## config.mk

```make
export PLATFORM = sky130hd
export DESIGN_NAME = tsp_ctrl
export DESIGN_NICKNAME = d
export VERILOG_FILES = /design/src/rtl/core/tsp_pkg.sv /design/src/rtl/core/tsp_ctrl.sv
export SDC_FILE = /design/constraint.sdc
export NUM_CORES = 1
export LEC_CHECK = 0
export CAP_MARGIN = 5
export CORE_UTILIZATION = 37
export CTS_BUF_LIST = sky130_fd_sc_hd__clkbuf_16
export CTS_CLUSTER_SIZE = 14
export DETAILED_ROUTE_END_ITERATION = 10
export DONT_BUFFER_PORTS = 1
export SETUP_SLACK_MARGIN = 0.5
export SYNTH_ARGS = -nofsm -noshare
export SYNTH_HDL_FRONTEND = slang
export SYNTH_SLANG_ARGS = --single-unit
```

## constraint.sdc

```tcl
create_clock -name i_clk -period 3.7 [get_ports i_clk]
set_input_delay 0.555 -clock i_clk [delete_from_list [all_inputs] [get_ports i_clk]]
set_output_delay 0.555 -clock i_clk [all_outputs]
set_load 0.005 [all_outputs]
```

## src/rtl/core/tsp_pkg.sv

```systemverilog
// Shared types and constants of the two-stream timestamp pairing block.
`default_nettype none

package tsp_pkg;

    // Most result items one input item can cause.
    localparam int MAX_RESULTS = 16;
    localparam int RES_CNT_W   = 5;
    localparam int IDX_W       = 32;
    localparam int CNT32_W     = 32;
    localparam int THR_W       = 24;
    localparam int MQ_W        = 5;
    localparam int CFG_AW      = 1;

    // Configuration register indexes.
    localparam logic [CFG_AW-1:0] REG_THRESHOLD = 1'b0;
    localparam logic [CFG_AW-1:0] REG_MAX_QUEUE = 1'b1;

    // Threshold after reset, and queue limit after reset.
    localparam logic [THR_W-1:0] THR_RESET = 24'd50000;
    localparam logic [MQ_W-1:0]  MQ_RESET  = 5'd10;
    localparam logic [MQ_W-1:0]  MQ_MIN    = 5'd2;

    // Which addresses the queue read ports look at.
    typedef enum logic [1:0] {
        t_RS_SCAN    = 2'd0,
        t_RS_BEST    = 2'd1,
        t_RS_STALE_C = 2'd2,
        t_RS_STALE_D = 2'd3
    } t_rsel;

    // Commands from the controller to the datapath.
    typedef struct packed {
        logic  load;
        logic  c_drop;
        logic  c_push;
        logic  d_drop;
        logic  d_push;
        logic  scan_clear;
        logic  scan_step;
        logic  pair;
        logic  status_load;
        t_rsel rsel;
    } t_cmd;

    // Status from the datapath to the controller.
    typedef struct packed {
        logic c_trim;
        logic d_trim;
        logic has_c;
        logic has_d;
        logic c_empty;
        logic d_empty;
        logic scan_last;
        logic best_ok;
        logic c_stale;
        logic d_stale;
    } t_stat;

endpackage

`default_nettype wire

```

## src/rtl/core/tsp_ctrl.sv

```systemverilog
// Controller: sequences queue upkeep, pair search, drops and result hand-off.
`default_nettype none

module tsp_ctrl (
    input  wire logic           i_clk,
    input  wire logic           i_rst_n,
    input  wire logic           i_in_valid,
    output logic                o_in_ready,
    output logic                o_out_valid,
    output logic                o_out_last,
    input  wire logic           i_out_ready,
    input  wire tsp_pkg::t_stat i_stat,
    output tsp_pkg::t_cmd       o_cmd
);
    typedef enum logic [3:0] {
        S_IDLE, S_C_FIX, S_D_FIX, S_CHECK, S_SCAN, S_DECIDE, S_PAIR,
        S_EMIT_MID, S_STALE_C, S_STALE_D, S_PREP, S_EMIT_LAST
    } t_state;

    t_state                            r_state;
    logic                              r_pend;
    logic [tsp_pkg::RES_CNT_W-1:0]     r_n;

    // State, pending-result flag and result count.
    always_ff @(posedge i_clk) begin
        if (!i_rst_n) begin
            r_state <= S_IDLE;
            r_pend  <= 1'b0;
            r_n     <= '0;
        end else begin
            case (r_state)
                S_IDLE: begin
                    if (i_in_valid) begin
                        r_n     <= '0;
                        r_state <= S_C_FIX;
                    end
                end
                S_C_FIX: begin
                    if (!i_stat.c_trim) begin
                        r_state <= S_D_FIX;
                    end
                end
                S_D_FIX: begin
                    if (!i_stat.d_trim) begin
                        r_state <= S_CHECK;
                    end
                end
                S_CHECK: begin
                    if (r_n == tsp_pkg::RES_CNT_W'(tsp_pkg::MAX_RESULTS) ||
                        i_stat.c_empty || i_stat.d_empty) begin
                        r_state <= S_PREP;
                    end else begin
                        r_state <= S_SCAN;
                    end
                end
                S_SCAN: begin
                    if (i_stat.scan_last) begin
                        r_state <= S_DECIDE;
                    end
                end
                S_DECIDE: begin
                    if (!i_stat.best_ok) begin
                        r_state <= S_STALE_C;
                    end else if (r_pend) begin
                        r_state <= S_EMIT_MID;
                    end else begin
                        r_state <= S_PAIR;
                    end
                end
                S_PAIR: begin
                    r_pend  <= 1'b1;
                    r_n     <= r_n + 1'b1;
                    r_state <= S_CHECK;
                end
                S_EMIT_MID: begin
                    if (i_out_ready) begin
                        r_pend  <= 1'b0;
                        r_state <= S_PAIR;
                    end
                end
                S_STALE_C: begin
                    r_state <= i_stat.c_stale ? S_CHECK : S_STALE_D;
                end
                S_STALE_D: begin
                    r_state <= i_stat.d_stale ? S_CHECK : S_PREP;
                end
                S_PREP: begin
                    r_state <= S_EMIT_LAST;
                end
                S_EMIT_LAST: begin
                    if (i_out_ready) begin
                        r_pend  <= 1'b0;
                        r_state <= S_IDLE;
                    end
                end
                default: begin
                    r_state <= S_IDLE;
                end
            endcase
        end
    end

    // Commands decoded from the state and the datapath status.
    always_comb begin
        o_cmd             = '0;
        o_cmd.rsel        = tsp_pkg::t_RS_SCAN;
        o_cmd.load        = (r_state == S_IDLE) && i_in_valid;
        o_cmd.c_drop      = ((r_state == S_C_FIX) && i_stat.c_trim) ||
                            ((r_state == S_STALE_C) && i_stat.c_stale);
        o_cmd.c_push      = (r_state == S_C_FIX) && !i_stat.c_trim && i_stat.has_c;
        o_cmd.d_drop      = ((r_state == S_D_FIX) && i_stat.d_trim) ||
                            ((r_state == S_STALE_D) && i_stat.d_stale);
        o_cmd.d_push      = (r_state == S_D_FIX) && !i_stat.d_trim && i_stat.has_d;
        o_cmd.scan_clear  = (r_state == S_CHECK);
        o_cmd.scan_step   = (r_state == S_SCAN);
        o_cmd.pair        = (r_state == S_PAIR);
        o_cmd.status_load = (r_state == S_PREP) && !r_pend;
        case (r_state)
            S_PAIR:    o_cmd.rsel = tsp_pkg::t_RS_BEST;
            S_STALE_C: o_cmd.rsel = tsp_pkg::t_RS_STALE_C;
            S_STALE_D: o_cmd.rsel = tsp_pkg::t_RS_STALE_D;
            default:   o_cmd.rsel = tsp_pkg::t_RS_SCAN;
        endcase
    end

    assign o_in_ready  = (r_state == S_IDLE);
    assign o_out_valid = (r_state == S_EMIT_MID) || (r_state == S_EMIT_LAST);
    assign o_out_last  = (r_state == S_EMIT_LAST);

endmodule

`default_nettype wire

```

==> metrics.md, run 1 <==
| Metric | Value |
|---|---|
| Setup Skew | between 0.004 and 0.005 ns |
| Synth area leaders | dfxtp_1 (22%), a21oi_1 (6.1%), nand3b_1 (5.0%) |
| Crit. Startpoint | r_state[1]$_SDFFE_PN0P_ |
| Routed wire length | 2088 microns |
| Die width | 51.58 microns |
| Post-CTS Hold Fix Bufs | 0 |
| Sum of negative setup slack | 0 ns |
| Setup Fix Bufs, Post-CTS | 0 |
| Remaining global-route overflow | 0 |
| Rel. slew slack | 50.42% |
| Initial core utilization | 40.34% |
| DRC | 0 |
| Largest net degree at the start of global routing | 26 |
| Arrival time worst endpoint | around 1.8 ns |
| Seq cells post-synth | 10 |
| Main synth FF type | dfxtp_1 |
| CTS sink cnt | 10 |
| Yosys top cell area share | between 20% and 30% |
| Via-per-instance ratio | roughly 6.1 |
| H-tree levels | 1 |
| PortBufs | 0 |
| Final critical-path required period | approximately 2.3 ns |
| Sw Pwr | roughly 0.00016 W |
| Max-Cap Viols | 0 |
| Max stage delay on crit path | 0.73 ns |
| Switching portion of total power | around a third |
| Post-DP HPWL | 1526 microns |
| DRT Pass-1 Iters | 2 |
| Resized cells post-CTS | 0 |
| Mapped cell area | 909.6 sq um |
| Nets | 126 |
| Setup CP Type | reg2out |
| Final Max Tran Viols | 0 |
| Total power | 0.0004876 W |
| CTS max path bufs | 2 |
| Combinational share of power | 27.9% |
| Slowest-stage cell, CP | dfxtp_1 |
| Core area | between 0.002 and 0.0025 sq mm |
| Area Growth Syn to Fin | 5.089% |
| CTS clk-pin slew, worst paths | ~0.04 ns |
| Vias in the first global route | 755 |
| Status | complete, no violations |
| Via count | between 800 and 900 |
| Cts bufs inserted | 3 |
| Routability cong. | between 0.7 and 0.8 |
| Final-report hold violation count | 0 |
| Req. time, crit path | 3.14 ns |
| DR iter-0 viols | 3 |
| CP startpoint kind | flip-flop |
| WL/cell | 15.24 microns |
| Initial antenna violation count | 0 |
| Worst-margin pin slew | approximately 0.74 ns |
| Yosys top cell by area | dfxtp_1 |
| Period Utilization, post-route | between 60 and 70% |
| Final setup violation count | 0 |
| Die Footprint | roughly 0.0027 sq mm |
| All-Layer GR Usage | 17.27% |
| Fraction of layout cells with a size suffix above 1 | 10.09% |
| Worst-path cell chain | and4bb_1 > o21bai_1 |
| Hold crit path type | in2reg |
| Peak supply drop | approximately 0.00032 V |
| Post-Syn Area per Cell | between 7 and 8 sq um |
| Clock power frac | around two fifths |
| Die Ht | between 50 and 60 microns |
| Worst setup EP type | primary output |
| Clock Latency Late Sink | roughly 0.24 ns |
| Leakage power | roughly 0.33 nW |
| Synth Warn # | 0 |
| First-pass GRT wire length | around 3300 microns |
| Antenna diode count | 0 |
| Largest fanout on the critical path | 23 |
| Post-synth cell types | 45 |
| Number of top-level pins | 28 |
| Sequential-to-total area share from yosys stat | 22.01% |
| Hold path startpoint | i_rst_n |
| Cells after Synth | 114 |
| Int Power | approximately 0.00033 W |
| Sequential fraction of design power | between 30 and 40% |
| RSZ-0062 raised after global routing | false |
| CTS tree | yes |
| Worst R2R Start | r_state[1]$_SDFFE_PN0P_ |
| Post-synth EDFFs | 0 |
| Mapped Nets | 130 |
| Fmax | 430.0 MHz |
| Root buffer cell | clkbuf_16 |
| Pwr dens | 510.0 mW/mm^2 |
| Async set-reset flop share out of synthesis | 0% |
| Final ANT Viol Nets | 0 |
| FP Rows | 17 |
==> worst max-delay path: cells and delay by family (launching register included) <==
kind	cells	cell delay (ns)
DFF	1	0.73
and+or+nand+nor	1	0.59
AOI/OAI and AO/OA	1	0.21
==> flip-flops by register name, summed over array words and instances, names as in the netlist <==
signal,cells
r_pend,1
r_n,5
r_state,4
==> through the flow <==
stage | worst slack, ns | hold WS [ns] | instance area (sq um) | utilization, % | instances
global placement | 1.715 | 0.4686 | 877.1 | 38.90 | 133
floorplan | 2.057 | 0.4318 | 909.6 | - | 114
global route | 1.287 | 0.4564 | 955.9 | 42.40 | 137
detailed placement | 1.658 | 0.4576 | 877.1 | 38.90 | 133
CTS | 1.398 | 0.4601 | 955.9 | 42.40 | 137
finish | 1.375 | 0.4525 | 955.9 | 42.40 | 137
==> cell usage in the layout, fill, tap and decap left out, types with 2 or more instances in the layout <==
| cell | synthesis | layout |
|---|---|---|
| and2_1 | 2 | 2 |
| nor2_1 | 10 | 10 |
| nand2b_1 | 7 | 7 |
| nor3_1 | 4 | 4 |
| nand3_1 | 6 | 6 |
| nand2_1 | 2 | 2 |
| nand4b_1 | 3 | 3 |
| inv_1 | 5 | 5 |
| o21ai_0 | 3 | 3 |
| dfxtp_1 | 10 | 10 |
| a31oi_1 | 2 | 2 |
| clkbuf_16 | 0 | 3 |
| ha_1 | 2 | 2 |
| nand3b_1 | 6 | 6 |
| a21oi_1 | 11 | 11 |
| a211oi_2 | 2 | 2 |
| nor2b_1 | 2 | 2 |
| a41oi_1 | 3 | 3 |
| a21o_1 | 2 | 2 |
==> cells by family after synthesis <==
family / count (synthesis) / share of synthesized area [%]
xor gates and xnor gates: 1 / 1.789
DFF: 10 / 22.01
muxes: 1 / 1.100
AOI/OAI and AO/OA: 34 / 26.55
adders and majority gates: 2 / 2.751
buffers and inverters: 14 / 9.490
and+or+nand+nor: 52 / 36.32
==> synth_stat cells, types with 2 or more instances <==
master and n:
nand2_1 2, nor2b_1 2, ha_1 2, a21oi_1 11
a21o_1 2, inv_1 5, buf_4 2, nand3_1 6
buf_6 3, nor3_1 4, dfxtp_1 10, a31oi_1 2
buf_2 3, nand4b_1 3, a211oi_2 2, nor2_1 10
nand2b_1 7, and2_1 2, o21ai_0 3, nand3b_1 6
a41oi_1 3
==> final timing paths <==
path	end	slack [ns]	cells past startpoint
max	o_cmd[0]	1.37	2
min reg2reg	r_n[4]$_SDFFE_PN0P_	0.46	1
min	r_state[3]$_SDFFE_PN0P_	0.45	1
max reg2reg	r_n[4]$_SDFFE_PN0P_	1.89	3
==> per-layer routing <==
layer  track usage (%)  vias to the layer above  routed length [microns]
li1                  -                      413                        -
met1             19.82                      393                      963
met2             27.92                       26                      916
met3             4.971                        5                      161
met4             10.81                        0                       45
met5                 0                        -                        0
==> layout make-up <==
class | instances | area, sq um
Sequential cell | 10 | 200.2
Clock buffer | 3 | 75.07
Tap cell | 28 | 35.03
Clock inverter | 1 | 3.754
Multi-Input combinational cell | 90 | 623.1
Fill cell | 254 | 1299
Inverter | 5 | 18.77
==> power groups by stage <==
| stage | logic [W] | clock network (W) | registers (W) |
|---|---|---|---|
| finish | 0.000136 | 0.000191 | 0.000161 |
| global route | 0.000153 | 0.000201 | 0.000165 |
| CTS | 0.000138 | 0.000195 | 0.000160 |
| detailed placement | 0.000137 | 0 | 0.000161 |
| global placement | 0.000134 | 0 | 0.000159 |
| floorplan | 0.000158 | 0 | 0.000125 |
Power figures use the tool's default switching activity.
==> run 2: changes to the inputs <==
ABC_AREA = 1   (was unset)
clock period = 2.1 ns   (was 3.7 ns; I/O delays follow)
==> run 2 against run 1 <==
  * Power rose by 93%
  * Clock power up 77%
  * Clock skew is 0.0038 ns lower
  * Global-route usage is 1.2 points higher
  * Die area decreased by 11%
  * Cell area down 2.4%
  * Critical path depth grew 2
  * Sequential power rose by 58%
==> metrics.md, run 2 <==
| Metric | Value |
|---|---|
| Rel. slew slack | between 80% and 90% |
| Die Footprint | 0.002368 sq mm |
| Yosys top cell by area | dfxtp_1 |
| Vias in the first global route | 793 |
| Worst-margin pin slew | roughly 0.27 ns |
| Largest fanout on the critical path | 6 |
| Crit. Startpoint | r_state[3]$_SDFFE_PN0P_ |
| Slowest-stage cell, CP | dfxtp_1 |
| Largest net degree at the start of global routing | 8 |
| Post-synth EDFFs | 0 |
| Synth top cells by count | nand2_1 (36), inv_1 (17), nand3_1 (12), nor2_1 (11), dfxtp_1 (10) |
| All-Layer GR Usage | 18.43% |
| Commonest non-fill, non-tap cells in the layout | nand2_1 (36), inv_1 (17), nand3_1 (12) |
| RSZ-0062 raised after global routing | true |
| Total placed instance area | 839.6 sq um |
| Worst-path cell chain | inv_2 > nor2_4 > nand2_1 > nor2_1 |
| Sw Pwr | about 0.00037 W |
| DR iter-0 viols | 39 |
| DRC | 0 |
| Number of top-level pins | 28 |
| Final critical-path required period | 1.525 ns |
| Period Utilization, post-route | between 70 and 80% |
| CTS sink cnt | 10 |
| Leakage power | about 0.46 nW |
| Biggest register | r_n |
| Antenna diode count | 0 |
| WL/cell | about 12 microns |
| Setup Skew | 0.0006485 ns |
| Post-Synth XOR/XNOR Area | 0% |
| Synth Area in Compound Gates | between 10% and 20% |
| Post-DP HPWL | roughly 1600 microns |
| Post-synth cell types | 23 |
| Root buffer cell | clkbuf_16 |
| Setup CP Type | reg2out |
| PortBufs | 0 |
| Max stage delay on crit path | 0.44 ns |
| Int Power | 0.0005756 W |
| Die Ht | around 50 microns |
| Cts bufs inserted | 3 |
| Final-report hold violation count | 0 |
| Req. time, crit path | ~1.8 ns |
| Worst setup EP type | primary output |
| Synth Warn # | 0 |
| Initial core utilization | 40.25% |
| Status | complete, no violations |
| Post-CTS Hold Fix Bufs | 0 |
| H-tree levels | 1 |
| Clock Latency Late Sink | between 0.2 and 0.25 ns |
| Cells after Synth | about 130 |
| Most common cell in the netlist | nand2_1 |
| Die width | between 40 and 50 microns |
| Peak supply drop | ~0.00063 V |
| Via count | just under 900 |
| Main synth FF type | dfxtp_1 |
| Clock power frac | a little over a third |
| Max-Cap Viols | 0 |
| First-pass GRT wire length | 3429 microns |
| Commonest non-fill, non-tap cell in the layout | nand2_1 |
| Remaining global-route overflow | 0 |
| Final Max Tran Viols | 0 |
| Nets | 154 |
| Async set-reset flop share out of synthesis | 0% |
| Arrival time worst endpoint | ~1.2 ns |
| Worst Path Buf+Inv | 1 |
| CTS tree | yes |
| Sequential fraction of design power | 27.0% |
| Resized cells post-CTS | 1 |
| Yosys top cell area share | around a quarter |
| CTS clk-pin slew, worst paths | ~0.040 ns |
| Combinational share of power | 37.0% |
| Worst R2R Start | r_state[3]$_SDFFE_PN0P_ |
| Seq cells post-synth | 10 |
| Fraction of layout cells with a size suffix above 1 | about a fifth |
| Synth area leaders | dfxtp_1 (25%), nand2_1 (17%), inv_1 (7.9%) |
| Simple logic cell fraction of the synthesized area | between 40% and 50% |
| Mux share of post-synthesis cell area | 0% |
| FP Rows | 16 |
| Cell family with most CP delay | flip-flops |
| Routability cong. | 0.9044 |
| Final ANT Viol Nets | 0 |
| Switching portion of total power | between 30% and 40% |
| Fmax | between 600 and 700 MHz |
| Routed wire length | about 1900 microns |
| Final setup violation count | 0 |
| Mapped Nets | 149 |
| Setup Fix Bufs, Post-CTS | 0 |
| R2R setup slack | just under 0.8 ns |
| CTS max path bufs | 2 |
| Via-per-instance ratio | 5.299 |
| Max reg flops | 5 |
| Hold crit path type | in2reg |
| Adder-Cell Fraction of Synth Area | between 3 and 4% |
| Area Growth Syn to Fin | 15.84% |
| Core area | 0.002002 sq mm |
| Cell area after layout | roughly 930 sq um |
| DRT Pass-1 Iters | 4 |
| Post-Syn Area per Cell | 6.058 sq um |
| CP startpoint kind | flip-flop |
| Largest registers | r_n: 5 flops, r_state: 4 flops, r_pend: 1 flops |
| Sum of negative setup slack | 0 ns |
| Hold path startpoint | i_out_ready |
| Pwr dens | just over 1000 mW/mm^2 |
| Initial antenna violation count | 0 |
| Sequential-to-total area share from yosys stat | between 20% and 30% |
| Main combinational cell family by area after synthesis | simple AND/OR/NAND/NOR gates |
| Mapped cell area | about 810 sq um |
run 2: changes by cell type after synthesis, sizes merged, moves of 4 or more:
cell    before  now
buf          8    0
inv          5   22
nand2        2   43
nand2b       7    0
nand3        6   12
nand3b       6    0
nor2        10   18
o21ai        4    8
run 2: path summary, 6_finish.rpt:
check                                  to  depth (start not counted)
setup / recovery                 o_cmd[2]                          4
setup reg to reg  r_state[1]$_SDFFE_PN0P_                          7
hold / removal        r_pend$_SDFFE_PN0P_                          1
hold reg to reg       r_n[3]$_SDFFE_PN0P_                          2
run 2: area by class of cell:
cell class / count / area [sq um]
Clock inverter: 1 / 3.754
Sequential cell: 10 / 202.7
Tap cell: 27 / 33.78
Clock buffer: 3 / 75.07
Multi-Input combinational cell: 101 / 535.5
Inverter: 22 / 82.58
Fill cell: 220 / 1069
run 2: cells by family (layout without fill, tap and decap cells):
group / count (synthesis) / count (layout)
AOI/OAI and AO/OA: 21 / 21
adders and majority gates: 2 / 2
buffers and inverters: 22 / 26
DFF: 10 / 10
and+or+nand+nor: 78 / 78
run 2: per-layer routing:
layer  vias up  GRT usage (%)  routed length, microns
li1        440              -                       -
met5         -              0                       0
met4         0          8.333                      34
met1       385          23.55                     883
met2        39          29.40                     864
met3         5          4.088                     151
run 2: power by group through the flow:
| stage | sequential, W | combinational, W | clock [W] |
|---|---|---|---|
| after floorplan | 0.000243 | 0.000279 | 0 |
| after global placement | 0.000249 | 0.000341 | 0 |
| after detailed placement | 0.000250 | 0.000336 | 0 |
| after CTS | 0.000247 | 0.000339 | 0.000342 |
| after global routing | 0.000255 | 0.000407 | 0.000353 |
| final | 0.000254 | 0.000348 | 0.000339 |
run 2: stage by stage:
stage	hold WS, ns	power (W)	instances	setup slack [ns]	util [%]
after floorplan	0.4044	0.0005225	133	0.8582	-
after global placement	0.4096	0.0005901	160	0.7099	41.94
after detailed placement	0.4128	0.0005864	160	0.6733	41.94
after CTS	0.1656	0.0009283	164	0.5251	46.00
after global routing	0.1662	0.001015	164	0.4982	46.63
final	0.1665	0.0009415	164	0.5749	46.63
==> run 3: changes to the inputs <==
ABC_AREA = 0   (was 1)
clock period = 1.28 ns   (was 2.1 ns; I/O delays follow)
==> run 3 against run 2 <==
  * The run now ends with setup timing left
  * Worst hold slack worse by 0.091 ns
  * First-iteration DRC count is 54% lower
  * Global-route usage is 7.6 points higher
  * Highest routed layer unchanged
==> metrics.md, run 3 (synthesized netlist as in run 1, its figures left out) <==
| Metric | Value |
|---|---|
| Routability cong. | roughly 0.84 |
| WL/cell | ~19 microns |
| Met1 wire length | about 1500 microns |
| PortBufs | 0 |
| Die Footprint | around 0.0027 sq mm |
| CTS tree | yes |
| Worst Path Buf+Inv | 1 |
| Area Growth Syn to Fin | 110.6% |
| Nets | 180 |
| Setup ws final | -0.1599 ns |
| CTS max path bufs | 2 |
| Commonest non-fill, non-tap cell in the layout | buf_4 |
| Final ANT Viol Nets | 0 |
| Uppermost layer routed | met4 |
| CTS clk-pin slew, worst paths | ~0.040 ns |
| Period Utilization, post-route | 112.5% |
| Fmax | between 600 and 700 MHz |
| Filler cells | around 110 |
| Final Max Tran Viols | 0 |
| DR iter-0 viols | 18 |
| Sum of negative setup slack | -1.300 ns |
| Status | complete, but fails checks |
| Post-DP HPWL | 1962 microns |
| DRC | 0 |
| Post-CTS Hold Fix Bufs | 0 |
| Cell family with most CP delay | compound AO/OA/AOI/OAI gates |
| Largest net degree at the start of global routing | 14 |
| Rel. slew slack | between 70 and 80% |
| Non-filler instance count after layout | approximately 190 |
| Max stage delay on crit path | around 0.35 ns |
| DR WL met3 | about 170 microns |
| Pwr dens | about 1200 mW/mm^2 |
| Leakage power | just over 0.7 nW |
| Largest registers | r_n: 5 flops, r_state: 4 flops, r_pend: 1 flops |
| Commonest non-fill, non-tap cells in the layout | buf_4 (26), buf_6 (22), a21oi_2 (6), nand3b_1 (6), a21oi_1 (5) |
| Worst-margin pin slew | 0.3302 ns |
| Storage element area | about 220 sq um |
| Setup Skew | 0.003187 ns |
| CP startpoint kind | flip-flop |
| First-pass GRT wire length | slightly above 5000 microns |
| Failing checks | setup timing |
| Core area | 0.002255 sq mm |
| Final setup violation count | 16 |
| Max reg flops | 5 |
| CTS sink cnt | 10 |
| Die Ht | roughly 52 microns |
| Antenna diode count | 0 |
| Slowest-stage cell, CP | o311ai_1 |
| Setup CP Type | reg2reg |
| Routed wire length | about 3700 microns |
| Biggest register | r_n |
| Req. time, crit path | roughly 1.4 ns |
| All-Layer GR Usage | a little over a quarter |
| Via count | between 1000 and 1500 |
| Max-Cap Viols | 0 |
| Cts bufs inserted | 3 |
| FP Rows | 17 |
| Remaining global-route overflow | 0 |
| Worst hold slack | 0.07551 ns |
| Arrival time worst endpoint | 1.57 ns |
| Multi-input gate area | just under 0.001 sq mm |
| Worst setup EP type | flip-flop |
| Final-report hold violation count | 0 |
| RSZ-0062 raised after global routing | true |
| Initial antenna violation count | 0 |
| Root buffer cell | clkbuf_16 |
| Largest fanout on the critical path | 3 |
| Met2 WL post-DR | about 1900 microns |
| Peak supply drop | about 0.0011 V |
| Number of top-level pins | 28 |
| Fraction of layout cells with a size suffix above 1 | between 70% and 80% |
| Die width | between 50 and 60 microns |
| Clock Latency Late Sink | ~0.24 ns |
| Initial core utilization | around two fifths |
| DRT Pass-1 Iters | 4 |
| Final critical-path required period | between 1 and 1.5 ns |
| Vias in the first global route | ~1100 |
| H-tree levels | 1 |
| Placed insts | between 150 and 200 |
| Via-per-instance ratio | about 5.8 |
| Worst-path cell chain | inv_2 > ha_4 > nor4bb_4 > o311ai_1 > a21oi_1 > o21a_1 |
| Hold crit path type | in2reg |
-- run 3: changes by cell type in the layout (fill, tap and decap cells not counted), moves of 10 or more --
cell / before / now
buf_4: 0 / 26
buf_6: 0 / 22
inv_1: 17 / 2
nand2_1: 36 / 0
nand3_1: 12 / 2
-- run 3: worst register-to-register path: stages, from the launching register on --
cell      delay, ns
dfxtp_2        0.33
inv_2          0.05
ha_4           0.15
nor4bb_4       0.16
o311ai_1       0.35
a21oi_1        0.11
o21a_1         0.19
-- run 3: area by class of cell --
class                      count  area share (%)
clock buffer                   3           3.919
clock inverter                 1          0.1960
tap                           28           1.829
multi-input combinational     90           51.47
inverter                       5           1.633
timing repair buffer          54           29.52
sequential                    10           11.43
-- run 3: metal layers --
layer | GRT usage, % | up-vias
li1 | - | 525
met1 | 30.73 | 545
met2 | 48.05 | 31
met4 | 2.703 | 0
met3 | 7.018 | 8
met5 | 0 | -
-- run 3: worst paths after layout --
kind                            slack [ns]                start  depth (start not counted)                       to
worst max-delay path                 -0.16  r_n[1]$_SDFFE_PN0P_                          6  r_state[3]$_SDFFE_PN0P_
worst min-delay path                  0.08              i_rst_n                          1  r_state[3]$_SDFFE_PN0P_
worst max register to register       -0.16  r_n[1]$_SDFFE_PN0P_                          6  r_state[3]$_SDFFE_PN0P_
worst min register to register        0.47  r_n[4]$_SDFFE_PN0P_                          1      r_n[4]$_SDFFE_PN0P_
-- run 3: timing repair --
| action | 4_1_cts | 5_1_grt |
|---|---|---|
| cloned | 1 | 0 |
| gates resized for setup | 47 | 32 |
| pin swaps | 32 | 19 |
| buffers inserted | 16 | 6 |
| setup endpoints to repair | 24 | 24 |
-- run 3: stage by stage --
step / cell area [sq um] / setup WS [ns] / utilization [%] / total power (W)
after floorplan: 1106 / -0.01200 / - / 0.001033
after global placement: 1282 / -0.08485 / 56.88 / 0.001278
after detailed placement: 1282 / -0.09382 / 56.88 / 0.001289
after CTS: 1717 / -0.1464 / 76.14 / 0.002183
after global routing: 1916 / -0.2033 / 84.96 / 0.002446
final: 1916 / -0.1599 / 84.96 / 0.002356
-- run 3: report_power, final --
| group | switching [W] | leakage [nW] | internal (W) |
|---|---|---|---|
| Clock | 0.000146 | 0.0385 | 0.000410 |
| Sequential | 0.0000545 | 0.0854 | 0.000347 |
| Combinational | 0.000624 | 0.594 | 0.000775 |
| Total | 0.000825 | 0.718 | 0.00153 |
